**src/hw/rtl/pvc_pkg.sv**
```systemverilog
// ----------------------------------------------------------------------------
// Prefix varint codec package
// Shared widths, constants and types of the prefix-length varint codec.
// ----------------------------------------------------------------------------
`default_nettype none

package pvc_pkg;

  localparam int unsigned DATA_W      = 32;
  localparam int unsigned BYTE_W      = 8;
  localparam int unsigned CNT_W       = 3;
  localparam int unsigned WORD_W      = 40;
  localparam int unsigned ADDR_W      = 3;
  localparam int unsigned PDATA_W     = 32;
  localparam int unsigned QUEUE_DEPTH = 2;

  localparam logic [DATA_W-1:0] LIMIT_1B = 32'h0000_007f;
  localparam logic [DATA_W-1:0] LIMIT_2B = 32'h0000_3fff;
  localparam logic [DATA_W-1:0] LIMIT_3B = 32'h001f_ffff;
  localparam logic [DATA_W-1:0] LIMIT_4B = 32'h0fff_ffff;
  localparam logic [DATA_W-1:0] MASK_5B  = 32'hffff_ffff;

  localparam logic [DATA_W-1:0] PREFIX_2B = 32'h0000_8000;
  localparam logic [DATA_W-1:0] PREFIX_3B = 32'h00c0_0000;
  localparam logic [DATA_W-1:0] PREFIX_4B = 32'he000_0000;
  localparam logic [BYTE_W-1:0] PREFIX_5B = 8'hf0;

  typedef enum logic {
    JOB_ENC = 1'b0,
    JOB_DEC = 1'b1
  } job_kind_t;

  typedef enum logic {
    REG_DIRECTION   = 1'b0,
    REG_SIGNED_MODE = 1'b1
  } reg_idx_t;

  typedef enum logic {
    DIR_ENCODE = 1'b0,
    DIR_DECODE = 1'b1
  } dir_t;

  typedef struct packed {
    dir_t direction;
    logic signed_mode;
  } cfg_t;

  typedef struct packed {
    job_kind_t         kind;
    logic [WORD_W-1:0] word;
    logic [CNT_W-1:0]  count;
    logic              trunc;
  } job_t;

  typedef struct packed {
    logic [BYTE_W-1:0] out_byte;
    logic              byte_valid;
    logic [DATA_W-1:0] out_value;
    logic              value_valid;
    logic [CNT_W-1:0]  byte_count;
    logic              truncated;
    logic              last;
  } res_t;

endpackage

`default_nettype wire

```
**src/hw/rtl/pvc_if.sv**
```systemverilog
// ----------------------------------------------------------------------------
// Prefix varint codec channels
// Valid/ready channel interfaces for input items and result items.
// ----------------------------------------------------------------------------
`default_nettype none

interface pvc_in_if;
  import pvc_pkg::*;

  logic              valid;
  logic              ready;
  logic [DATA_W-1:0] in_data;
  logic              end_marker;

  modport source (output valid, output in_data, output end_marker, input ready);
  modport sink   (input valid, input in_data, input end_marker, output ready);
endinterface

interface pvc_out_if;
  import pvc_pkg::*;

  logic              valid;
  logic              ready;
  logic [BYTE_W-1:0] out_byte;
  logic              byte_valid;
  logic [DATA_W-1:0] out_value;
  logic              value_valid;
  logic [CNT_W-1:0]  byte_count;
  logic              truncated;
  logic              last;

  modport source (output valid, output out_byte, output byte_valid, output out_value,
                  output value_valid, output byte_count, output truncated,
                  output last, input ready);
  modport sink   (input valid, input out_byte, input byte_valid, input out_value,
                  input value_valid, input byte_count, input truncated,
                  input last, output ready);
endinterface

`default_nettype wire

```
**src/hw/rtl/prefix_varint_codec.sv**
```systemverilog
// ----------------------------------------------------------------------------
// Prefix-length varint codec
// Encodes 32-bit values into 1 to 5 prefix-length code bytes, or decodes a
// byte stream back into values, with optional zigzag signed mapping.
//
// The input channel in_ch carries a value (encode) or one byte in the low
// eight bits of in_data (decode), plus an end marker used only when decoding.
// The result channel out_ch carries one code byte or one decoded value per
// transfer, with last set on the final result of each input item.
// Registers are written over the APB-style port: direction at address 0 and
// signed_mode at address 4; write them only while the block is idle.
// The first result of an item passes through the job queue and the output
// register after its input transfer. Decode takes one byte every cycle while
// the queue has room. Encode is paced by the back end, which emits one code
// byte per cycle while out_ch is ready; the two-entry job queue lets the
// next value be taken meanwhile. When the receiver stalls, the output
// register holds its result and the queue fills, after which in_ch.ready
// drops. Reset clears the registers, the decode state and the queue.
// ----------------------------------------------------------------------------
`default_nettype none

module prefix_varint_codec #(
  parameter int unsigned QUEUE_DEPTH = pvc_pkg::QUEUE_DEPTH
) (
  input  wire logic                        clk,
  input  wire logic                        rst_n,
  pvc_in_if.sink                           in_ch,
  pvc_out_if.source                        out_ch,
  input  wire logic                        psel,
  input  wire logic                        penable,
  input  wire logic                        pwrite,
  input  wire logic [pvc_pkg::ADDR_W-1:0]  paddr,
  input  wire logic [pvc_pkg::PDATA_W-1:0] pwdata,
  output logic [pvc_pkg::PDATA_W-1:0]      prdata,
  output logic                             pready
);
  import pvc_pkg::*;

  cfg_t     cfg_r, cfg_nxt;
  reg_idx_t reg_idx;
  logic     wr_en;
  logic     push;
  job_t     push_job;
  job_t     head;
  logic     head_valid;
  logic     pop;
  logic     full;

  assign pready  = 1'b1;
  assign wr_en   = psel && penable && pwrite && pready;
  assign reg_idx = reg_idx_t'(paddr[2]);

  always_comb begin
    cfg_nxt = cfg_r;
    if (wr_en) begin
      unique case (reg_idx)
        REG_DIRECTION:   cfg_nxt.direction   = dir_t'(pwdata[0]);
        REG_SIGNED_MODE: cfg_nxt.signed_mode = pwdata[0];
        default:         cfg_nxt             = cfg_r;
      endcase
    end
  end

  always_comb begin
    unique case (reg_idx)
      REG_DIRECTION:   prdata = {31'h0, cfg_r.direction};
      REG_SIGNED_MODE: prdata = {31'h0, cfg_r.signed_mode};
      default:         prdata = '0;
    endcase
  end

  always_ff @(posedge clk) begin
    if (!rst_n) begin
      cfg_r <= '{direction: DIR_ENCODE, signed_mode: 1'b0};
    end else begin
      cfg_r <= cfg_nxt;
    end
  end

  pvc_front u_front (
    .clk   (clk),
    .rst_n (rst_n),
    .cfg   (cfg_r),
    .in_ch (in_ch),
    .full  (full),
    .push  (push),
    .job   (push_job)
  );

  pvc_queue #(
    .DEPTH (QUEUE_DEPTH)
  ) u_queue (
    .clk        (clk),
    .rst_n      (rst_n),
    .push       (push),
    .push_job   (push_job),
    .pop        (pop),
    .head       (head),
    .head_valid (head_valid),
    .full       (full)
  );

  pvc_back u_back (
    .clk        (clk),
    .rst_n      (rst_n),
    .head       (head),
    .head_valid (head_valid),
    .pop        (pop),
    .out_ch     (out_ch)
  );

endmodule

`default_nettype wire

```
**src/hw/rtl/pvc_front.sv**
```systemverilog
// ----------------------------------------------------------------------------
// Prefix varint codec front end
// Accepts input items, sizes encode values and runs the byte-wise decode state,
// and pushes one job per item that produces results.
// ----------------------------------------------------------------------------
`default_nettype none

module pvc_front (
  input  wire logic          clk,
  input  wire logic          rst_n,
  input  wire pvc_pkg::cfg_t cfg,
  pvc_in_if.sink             in_ch,
  input  wire logic          full,
  output logic               push,
  output pvc_pkg::job_t      job
);
  import pvc_pkg::*;

  logic [CNT_W-1:0]  left_r, left_nxt;
  logic [CNT_W-1:0]  taken_r, taken_nxt;
  logic [DATA_W-1:0] acc_r, acc_nxt;

  logic              accept;
  logic [BYTE_W-1:0] in_byte;
  logic [DATA_W-1:0] enc_val;
  logic [CNT_W-1:0]  enc_len;
  logic [WORD_W-1:0] enc_word;
  logic [CNT_W-1:0]  ones;
  logic              first;
  logic [DATA_W-1:0] d_acc;
  logic [CNT_W-1:0]  d_taken;
  logic [CNT_W-1:0]  d_left;
  logic [DATA_W-1:0] d_mask;
  logic [DATA_W-1:0] d_val;
  logic [DATA_W-1:0] d_out;

  assign in_ch.ready = !full;
  assign accept      = in_ch.valid && in_ch.ready;
  assign in_byte     = in_ch.in_data[BYTE_W-1:0];
  assign first       = (taken_r == '0);

  always_comb begin
    if (cfg.signed_mode) begin
      enc_val = {in_ch.in_data[DATA_W-2:0], 1'b0} ^ {DATA_W{in_ch.in_data[DATA_W-1]}};
    end else begin
      enc_val = in_ch.in_data;
    end
    priority if (enc_val <= LIMIT_1B) begin
      enc_len = 3'd1;
    end else if (enc_val <= LIMIT_2B) begin
      enc_len = 3'd2;
    end else if (enc_val <= LIMIT_3B) begin
      enc_len = 3'd3;
    end else if (enc_val <= LIMIT_4B) begin
      enc_len = 3'd4;
    end else begin
      enc_len = 3'd5;
    end
    unique case (enc_len)
      3'd1:    enc_word = {8'h00, enc_val};
      3'd2:    enc_word = {8'h00, enc_val | PREFIX_2B};
      3'd3:    enc_word = {8'h00, enc_val | PREFIX_3B};
      3'd4:    enc_word = {8'h00, enc_val | PREFIX_4B};
      default: enc_word = {PREFIX_5B, enc_val};
    endcase
  end

  always_comb begin
    priority if (!in_byte[7]) begin
      ones = 3'd0;
    end else if (!in_byte[6]) begin
      ones = 3'd1;
    end else if (!in_byte[5]) begin
      ones = 3'd2;
    end else if (!in_byte[4]) begin
      ones = 3'd3;
    end else begin
      ones = 3'd4;
    end
    if (first) begin
      d_acc   = {24'h0, in_byte};
      d_taken = 3'd1;
      d_left  = ones;
    end else begin
      d_acc   = {acc_r[DATA_W-BYTE_W-1:0], in_byte};
      d_taken = taken_r + 3'd1;
      d_left  = left_r - 3'd1;
    end
    unique case (d_taken)
      3'd1:    d_mask = LIMIT_1B;
      3'd2:    d_mask = LIMIT_2B;
      3'd3:    d_mask = LIMIT_3B;
      3'd4:    d_mask = LIMIT_4B;
      default: d_mask = MASK_5B;
    endcase
    d_val = d_acc & d_mask;
    if (cfg.signed_mode) begin
      d_out = {1'b0, d_val[DATA_W-1:1]} ^ {DATA_W{d_val[0]}};
    end else begin
      d_out = d_val;
    end
  end

  always_comb begin
    left_nxt  = left_r;
    taken_nxt = taken_r;
    acc_nxt   = acc_r;
    push      = 1'b0;
    job.kind  = JOB_ENC;
    job.word  = enc_word;
    job.count = enc_len;
    job.trunc = 1'b0;
    if (cfg.direction == DIR_ENCODE) begin
      push = accept;
    end else if (in_ch.end_marker) begin
      push      = accept && !first;
      job.kind  = JOB_DEC;
      job.word  = '0;
      job.count = '0;
      job.trunc = 1'b1;
      if (accept) begin
        left_nxt  = '0;
        taken_nxt = '0;
        acc_nxt   = '0;
      end
    end else begin
      push      = accept && (d_left == '0);
      job.kind  = JOB_DEC;
      job.word  = {8'h00, d_out};
      job.count = d_taken;
      if (accept) begin
        if (d_left == '0) begin
          left_nxt  = '0;
          taken_nxt = '0;
          acc_nxt   = '0;
        end else begin
          left_nxt  = d_left;
          taken_nxt = d_taken;
          acc_nxt   = d_acc;
        end
      end
    end
  end

  always_ff @(posedge clk) begin
    if (!rst_n) begin
      left_r  <= '0;
      taken_r <= '0;
      acc_r   <= '0;
    end else begin
      left_r  <= left_nxt;
      taken_r <= taken_nxt;
      acc_r   <= acc_nxt;
    end
  end

endmodule

`default_nettype wire

```
**src/hw/rtl/pvc_queue.sv**
```systemverilog
// ----------------------------------------------------------------------------
// Prefix varint codec job queue
// Small first-in first-out queue of jobs between the front and back ends.
// ----------------------------------------------------------------------------
`default_nettype none

module pvc_queue #(
  parameter int unsigned DEPTH = pvc_pkg::QUEUE_DEPTH
) (
  input  wire logic          clk,
  input  wire logic          rst_n,
  input  wire logic          push,
  input  wire pvc_pkg::job_t push_job,
  input  wire logic          pop,
  output pvc_pkg::job_t      head,
  output logic               head_valid,
  output logic               full
);
  import pvc_pkg::*;

  localparam int unsigned PTR_W = (DEPTH > 1) ? $clog2(DEPTH) : 1;
  localparam int unsigned CNT_QW = $clog2(DEPTH + 1);

  job_t              mem_r [DEPTH];
  logic [PTR_W-1:0]  wr_ptr_r, wr_ptr_nxt;
  logic [PTR_W-1:0]  rd_ptr_r, rd_ptr_nxt;
  logic [CNT_QW-1:0] count_r, count_nxt;
  logic              do_push;
  logic              do_pop;

  assign full       = (count_r == CNT_QW'(DEPTH));
  assign head_valid = (count_r != '0);
  assign head       = mem_r[rd_ptr_r];
  assign do_push    = push && !full;
  assign do_pop     = pop && head_valid;

  always_comb begin
    wr_ptr_nxt = wr_ptr_r;
    rd_ptr_nxt = rd_ptr_r;
    count_nxt  = count_r;
    if (do_push) begin
      wr_ptr_nxt = (wr_ptr_r == PTR_W'(DEPTH - 1)) ? '0 : wr_ptr_r + PTR_W'(1);
    end
    if (do_pop) begin
      rd_ptr_nxt = (rd_ptr_r == PTR_W'(DEPTH - 1)) ? '0 : rd_ptr_r + PTR_W'(1);
    end
    if (do_push && !do_pop) begin
      count_nxt = count_r + CNT_QW'(1);
    end else if (do_pop && !do_push) begin
      count_nxt = count_r - CNT_QW'(1);
    end
  end

  always_ff @(posedge clk) begin
    if (do_push) begin
      mem_r[wr_ptr_r] <= push_job;
    end
  end

  always_ff @(posedge clk) begin
    if (!rst_n) begin
      wr_ptr_r <= '0;
      rd_ptr_r <= '0;
      count_r  <= '0;
    end else begin
      wr_ptr_r <= wr_ptr_nxt;
      rd_ptr_r <= rd_ptr_nxt;
      count_r  <= count_nxt;
    end
  end

endmodule

`default_nettype wire

```
**src/hw/rtl/pvc_back.sv**
```systemverilog
// ----------------------------------------------------------------------------
// Prefix varint codec back end
// Turns queued jobs into result transfers, one code byte or one decoded
// value per cycle while out_ch is ready, through a registered output stage.
// ----------------------------------------------------------------------------
`default_nettype none

module pvc_back (
  input  wire logic          clk,
  input  wire logic          rst_n,
  input  wire pvc_pkg::job_t head,
  input  wire logic          head_valid,
  output logic               pop,
  pvc_out_if.source          out_ch
);
  import pvc_pkg::*;

  logic [CNT_W-1:0]  idx_r, idx_nxt;
  logic              out_valid_r, out_valid_nxt;
  res_t              res_r;
  res_t              res_nxt;
  logic              advance;
  logic              is_last;
  logic [CNT_W-1:0]  sel;
  logic [BYTE_W-1:0] sel_byte;

  assign advance = !out_valid_r || out_ch.ready;
  assign is_last = (head.kind == JOB_DEC) || (idx_r == head.count - 3'd1);
  assign sel     = head.count - 3'd1 - idx_r;
  assign pop     = advance && head_valid && is_last;

  always_comb begin
    unique case (sel)
      3'd0:    sel_byte = head.word[7:0];
      3'd1:    sel_byte = head.word[15:8];
      3'd2:    sel_byte = head.word[23:16];
      3'd3:    sel_byte = head.word[31:24];
      3'd4:    sel_byte = head.word[39:32];
      default: sel_byte = '0;
    endcase
  end

  always_comb begin
    res_nxt       = res_r;
    idx_nxt       = idx_r;
    out_valid_nxt = out_valid_r;
    if (advance) begin
      out_valid_nxt = head_valid;
      if (head_valid) begin
        idx_nxt = is_last ? '0 : idx_r + 3'd1;
        if (head.kind == JOB_ENC) begin
          res_nxt.out_byte    = sel_byte;
          res_nxt.byte_valid  = 1'b1;
          res_nxt.out_value   = '0;
          res_nxt.value_valid = 1'b0;
          res_nxt.byte_count  = head.count;
          res_nxt.truncated   = 1'b0;
        end else begin
          res_nxt.out_byte    = '0;
          res_nxt.byte_valid  = 1'b0;
          res_nxt.out_value   = head.word[DATA_W-1:0];
          res_nxt.value_valid = !head.trunc;
          res_nxt.byte_count  = head.count;
          res_nxt.truncated   = head.trunc;
        end
        res_nxt.last = is_last;
      end
    end
  end

  always_ff @(posedge clk) begin
    res_r <= res_nxt;
  end

  always_ff @(posedge clk) begin
    if (!rst_n) begin
      idx_r       <= '0;
      out_valid_r <= 1'b0;
    end else begin
      idx_r       <= idx_nxt;
      out_valid_r <= out_valid_nxt;
    end
  end

  assign out_ch.valid       = out_valid_r;
  assign out_ch.out_byte    = res_r.out_byte;
  assign out_ch.byte_valid  = res_r.byte_valid;
  assign out_ch.out_value   = res_r.out_value;
  assign out_ch.value_valid = res_r.value_valid;
  assign out_ch.byte_count  = res_r.byte_count;
  assign out_ch.truncated   = res_r.truncated;
  assign out_ch.last        = res_r.last;

endmodule

`default_nettype wire
```
**src/flat_wrapper.sv**
```systemverilog
// flat-port wrapper written by rule: the top's interface ports become plain ports
module prefix_varint_codec_flat import pvc_pkg::*;
#(
  parameter int unsigned QUEUE_DEPTH = pvc_pkg::QUEUE_DEPTH
)
  (clk, rst_n, psel, penable, pwrite, paddr, pwdata, prdata, pready, in_ch_valid, in_ch_in_data, in_ch_end_marker, in_ch_ready, out_ch_valid, out_ch_out_byte, out_ch_byte_valid, out_ch_out_value, out_ch_value_valid, out_ch_byte_count, out_ch_truncated, out_ch_last, out_ch_ready);
  pvc_in_if in_ch_i ();
  pvc_out_if out_ch_i ();
  input  wire logic clk;
  input  wire logic rst_n;
  input  wire logic psel;
  input  wire logic penable;
  input  wire logic pwrite;
  input  wire logic [pvc_pkg::ADDR_W-1:0] paddr;
  input  wire logic [pvc_pkg::PDATA_W-1:0] pwdata;
  output logic [pvc_pkg::PDATA_W-1:0] prdata;
  output logic pready;
  input wire logic [$bits(in_ch_i.valid)-1:0] in_ch_valid;
  input wire logic [$bits(in_ch_i.in_data)-1:0] in_ch_in_data;
  input wire logic [$bits(in_ch_i.end_marker)-1:0] in_ch_end_marker;
  output wire logic [$bits(in_ch_i.ready)-1:0] in_ch_ready;
  output wire logic [$bits(out_ch_i.valid)-1:0] out_ch_valid;
  output wire logic [$bits(out_ch_i.out_byte)-1:0] out_ch_out_byte;
  output wire logic [$bits(out_ch_i.byte_valid)-1:0] out_ch_byte_valid;
  output wire logic [$bits(out_ch_i.out_value)-1:0] out_ch_out_value;
  output wire logic [$bits(out_ch_i.value_valid)-1:0] out_ch_value_valid;
  output wire logic [$bits(out_ch_i.byte_count)-1:0] out_ch_byte_count;
  output wire logic [$bits(out_ch_i.truncated)-1:0] out_ch_truncated;
  output wire logic [$bits(out_ch_i.last)-1:0] out_ch_last;
  input wire logic [$bits(out_ch_i.ready)-1:0] out_ch_ready;
  assign in_ch_i.valid = in_ch_valid;
  assign in_ch_i.in_data = in_ch_in_data;
  assign in_ch_i.end_marker = in_ch_end_marker;
  assign in_ch_ready = in_ch_i.ready;
  assign out_ch_valid = out_ch_i.valid;
  assign out_ch_out_byte = out_ch_i.out_byte;
  assign out_ch_byte_valid = out_ch_i.byte_valid;
  assign out_ch_out_value = out_ch_i.out_value;
  assign out_ch_value_valid = out_ch_i.value_valid;
  assign out_ch_byte_count = out_ch_i.byte_count;
  assign out_ch_truncated = out_ch_i.truncated;
  assign out_ch_last = out_ch_i.last;
  assign out_ch_i.ready = out_ch_ready;
  prefix_varint_codec #(.QUEUE_DEPTH(QUEUE_DEPTH)) u_core (.clk(clk), .rst_n(rst_n), .in_ch(in_ch_i), .out_ch(out_ch_i), .psel(psel), .penable(penable), .pwrite(pwrite), .paddr(paddr), .pwdata(pwdata), .prdata(prdata), .pready(pready));
endmodule
```
**config.mk**
```make
export PLATFORM = sky130hd
export DESIGN_NAME = prefix_varint_codec_flat
export DESIGN_NICKNAME = d
export VERILOG_FILES = /design/src/hw/rtl/pvc_pkg.sv /design/src/hw/rtl/pvc_if.sv /design/src/hw/rtl/prefix_varint_codec.sv /design/src/hw/rtl/pvc_front.sv /design/src/hw/rtl/pvc_queue.sv /design/src/hw/rtl/pvc_back.sv /design/src/flat_wrapper.sv
export SDC_FILE = /design/constraint.sdc
export NUM_CORES = 1
export LEC_CHECK = 0
export BUFFER_PORTS_ARGS = -buffer_cell sky130_fd_sc_hd__buf_2
export CORE_ASPECT_RATIO = 1.25
export CORE_MARGIN = 5
export CORE_UTILIZATION = 33
export CTS_CLUSTER_SIZE = 12
export DETAILED_ROUTE_END_ITERATION = 7
export HOLD_SLACK_MARGIN = 0.15
export SLEW_MARGIN = 5
export SYNTH_ARGS = -nofsm -noshare
export SYNTH_HDL_FRONTEND = slang
export SYNTH_SLANG_ARGS = --single-unit
```
**constraint.sdc**
```tcl
create_clock -name clk -period 6.05 [get_ports clk]
set_input_delay 1.21 -clock clk [delete_from_list [all_inputs] [get_ports clk]]
set_output_delay 1.21 -clock clk [all_outputs]
set_load 0.05 [all_outputs]
```
==> qor.txt <==
HP Class = flop to flop
Number of port buffers = 91
Worst Path Required = 6.09 ns
Tmin final = 3.44 ns
Global Route Usage Sum = 14.1%
Vias per cell = 5.13
Share of cells above drive strength 1 = 18.8%
Adder-cell area share of the yosys netlist = 1.32%
Number of max-cap violations = 0
Primary FF master, synth = edfxtp_1
Area share of and/or/nand/nor cells after synthesis = 12.3%
Final max-slew violation count = 0
Hold_buf cts = 0
Remaining Overflow, GRT = 0
Initial core utilization = 33.1%
Iter 0 DRT Violations = 428
Final Core Density = 37.4%
Worst Setup Start Kind = flop
Crit end category = flop
Compound-Gate Fraction of Synth Area = 12.9%
Wire length per cell = 17.6 µm
CTS buffer count = 17
Area contributors post-synth = edfxtp_1 41%, dfxtp_1 9.0%, mux2i_1 5.5%
Synth Area per Inst = 11.1 µm²
Synth Register Bits = 164
H-tree levels = 4
PwrDens = 444 nW/µm²
Area leader, netlist = edfxtp_1
Status = completed
Count leader, synth = edfxtp_1
Kind of critical path = flop to flop
Clock skew = 0.0145 ns
Post_cts resized = 0
Syn. warnings = 0
Setup Buffers After CTS = 0
Syn-to-layout area delta = 12.8%
TNS Setup = 0 ns
WL final = 21.8 mm
Net count, final = 960
Drc violations = 0
Clock net sink count = 164
Xor/xnor share of the synthesized area = 6.52%
CTS tree = done
Fin crit share = 56.8%
Worst Tran Pin Value = 1.13 ns
I/O pin total = 157
RSZ-0062 raised after global routing = no
Post-route antenna net violation count = 0
Vias in the first global route = 6005
Clock-pin slew on the worst setup and hold paths = 0.07 ns
Worst-path cell chain = inv_1 -> ha_1 -> nor2b_1 -> nand2_1 -> a21o_1 -> a21oi_1 -> nor2b_4
Cell variety after synth = 62
Drt first pass iters = 5
Post-synthesis cell area = 9070 µm²
First-pass GRT wire length = 33.7 mm
Main combinational cell family by area after synthesis = compound AO/OA/AOI/OAI gates
Seq/Total Area, Yosys = 49.7%
Post-synth EDFFs = 123
Max incr delay on CP = 0.98 ns
Chip Height = 195 µm
Clk buf depth = 2
Clk_lat worst skew = 0.44 ns
Total die area = 30900 µm²
Fmax = 291 MHz
Final Hold Fails = 0
Die width = 158 µm
Core area = 27400 µm²
Detailed placement HPWL = 15.6 mm
Mux share of post-synthesis cell area = 10.5%
Antenna violations before repair = 5
Worst Path Max Fanout = 38
CTS root buffer = clkbuf_16
Cells after synthesis = 819
Maximum VDD drop = 197 µV
Via count = 6361
Std cell rows = 68
Arr. time, crit path = 3.48 ns
Setup Viol. Count Final = 0
Slowest-stage cell, CP = nor2b_4
Synth top area share = 40.7%
Largest net degree at the start of global routing = 55
RePlAce Congestion = 0.864
Asr flop ratio synth = 0%
Leak = 3.53 nW
Worst rel slew slack = 24.4%
Top cells by count, synth = 123 x edfxtp_1, 77 x nor2_1, 50 x mux2i_1, 43 x nand2_1, 41 x dfxtp_1
[layer usage]
| layer | up-vias | global-route usage, % | part of all wire [%] |
|---|---|---|---|
| met2 | 176 | 23.1 | 49 |
| met3 | 37 | 3.48 | 5.7 |
| met4 | 8 | 6.67 | 3.4 |
| met1 | 3058 | 17.4 | 41 |
| li1 | 3082 | - | - |
| met5 | - | 0 | 0.30 |
[registers in the layout, indices dropped and copies added (netlist names), 3 cells and up, named ones only]
name	flops
u_core.u_queue.mem_r	76
u_core.u_back.out_ch.out_value	32
u_core.u_front.acc_r	24
u_core.u_back.out_ch.out_byte	8
u_core.u_back.idx_r	3
u_core.u_back.out_ch.byte_count	3
u_core.u_front.left_r	3
u_core.u_front.taken_r	3
[layout by cell type (no fill, tap or decap), types with 10 or more instances in the layout]
cell type	synthesis	final
nor3_1	11	11
a21oi_1	39	39
dfxtp_1	41	39
clkbuf_16	0	17
mux4_2	16	16
a22oi_1	18	18
nor2_1	77	76
mux2i_1	50	49
edfxtp_1	123	123
o21ai_0	33	33
nor2b_1	40	39
inv_1	14	14
xnor2_1	37	37
a32oi_1	23	23
nand2_1	43	43
conb_1	2	32
buf_2	26	91
xor2_1	25	25
buf_4	40	10
o211ai_1	15	15
[per-stage QoR]
step,hold slack [ns],cell area (µm²),instances,power (W),setup WS (ns)
after floorplan,0.427,9190,849,0.00314,1.09
after detailed placement,0.461,9640,1207,0.00351,2.24
after CTS,0.473,10200,1239,0.00461,2.59
after global placement,0.454,9640,1207,0.00349,2.25
final,0.471,10200,1240,0.00455,2.61
after global routing,0.499,10200,1239,0.00478,2.38
[report_power, final]
group	leakage [nW]	internal, W	switching, W
combinational	1.76	0.000546	0.00127
clock	0.282	0.000618	0.000477
sequential	1.49	0.00156	0.0000811
total	3.53	0.00272	0.00183
[critical path, delay by kind of cell (launching register included)]
| family | cells | cell delay [ns] |
|---|---|---|
| AND/OR/NAND/NOR | 3 | 1.60 |
| flip-flops | 1 | 0.38 |
| AO/OA/AOI/OAI | 2 | 0.76 |
| buffers and inverters | 1 | 0.08 |
| adder cells (fa/ha/maj) | 1 | 0.18 |
[final timing paths]
kind	startpoint	endpoint	slack [ns]	cells past startpoint
hold reg to reg	u_core.u_front.left_r[1]	u_core.u_front.left_r[1]	0.47	2
setup / recovery	u_core.u_front.taken_r[0]	u_core.u_queue.mem_r[0][28]	2.61	7
hold / removal	u_core.u_front.left_r[1]	u_core.u_front.left_r[1]	0.47	2
setup reg to reg	u_core.u_front.taken_r[0]	u_core.u_queue.mem_r[0][28]	2.61	7
[final cells by class]
class	count	area, µm²
clock buffer	17	425
tap	350	438
multi-input combinational	577	4100
fill	2718	17200
sequential	164	4520
inverter	15	56.3
timing repair buffer	101	531
antenna	1	2.50
clock inverter	15	170
[logic make-up (layout without fill, tap and decap cells)]
logic type	count (synthesis)	after routing
buf+inv	108	148
simple gates	224	224
other cells	2	33
mux	73	73
xor+xnor	65	65
flops	164	164
compound gates	174	174
fa+ha+maj	9	9
No activity file was read; power rests on OpenSTA's default activity.
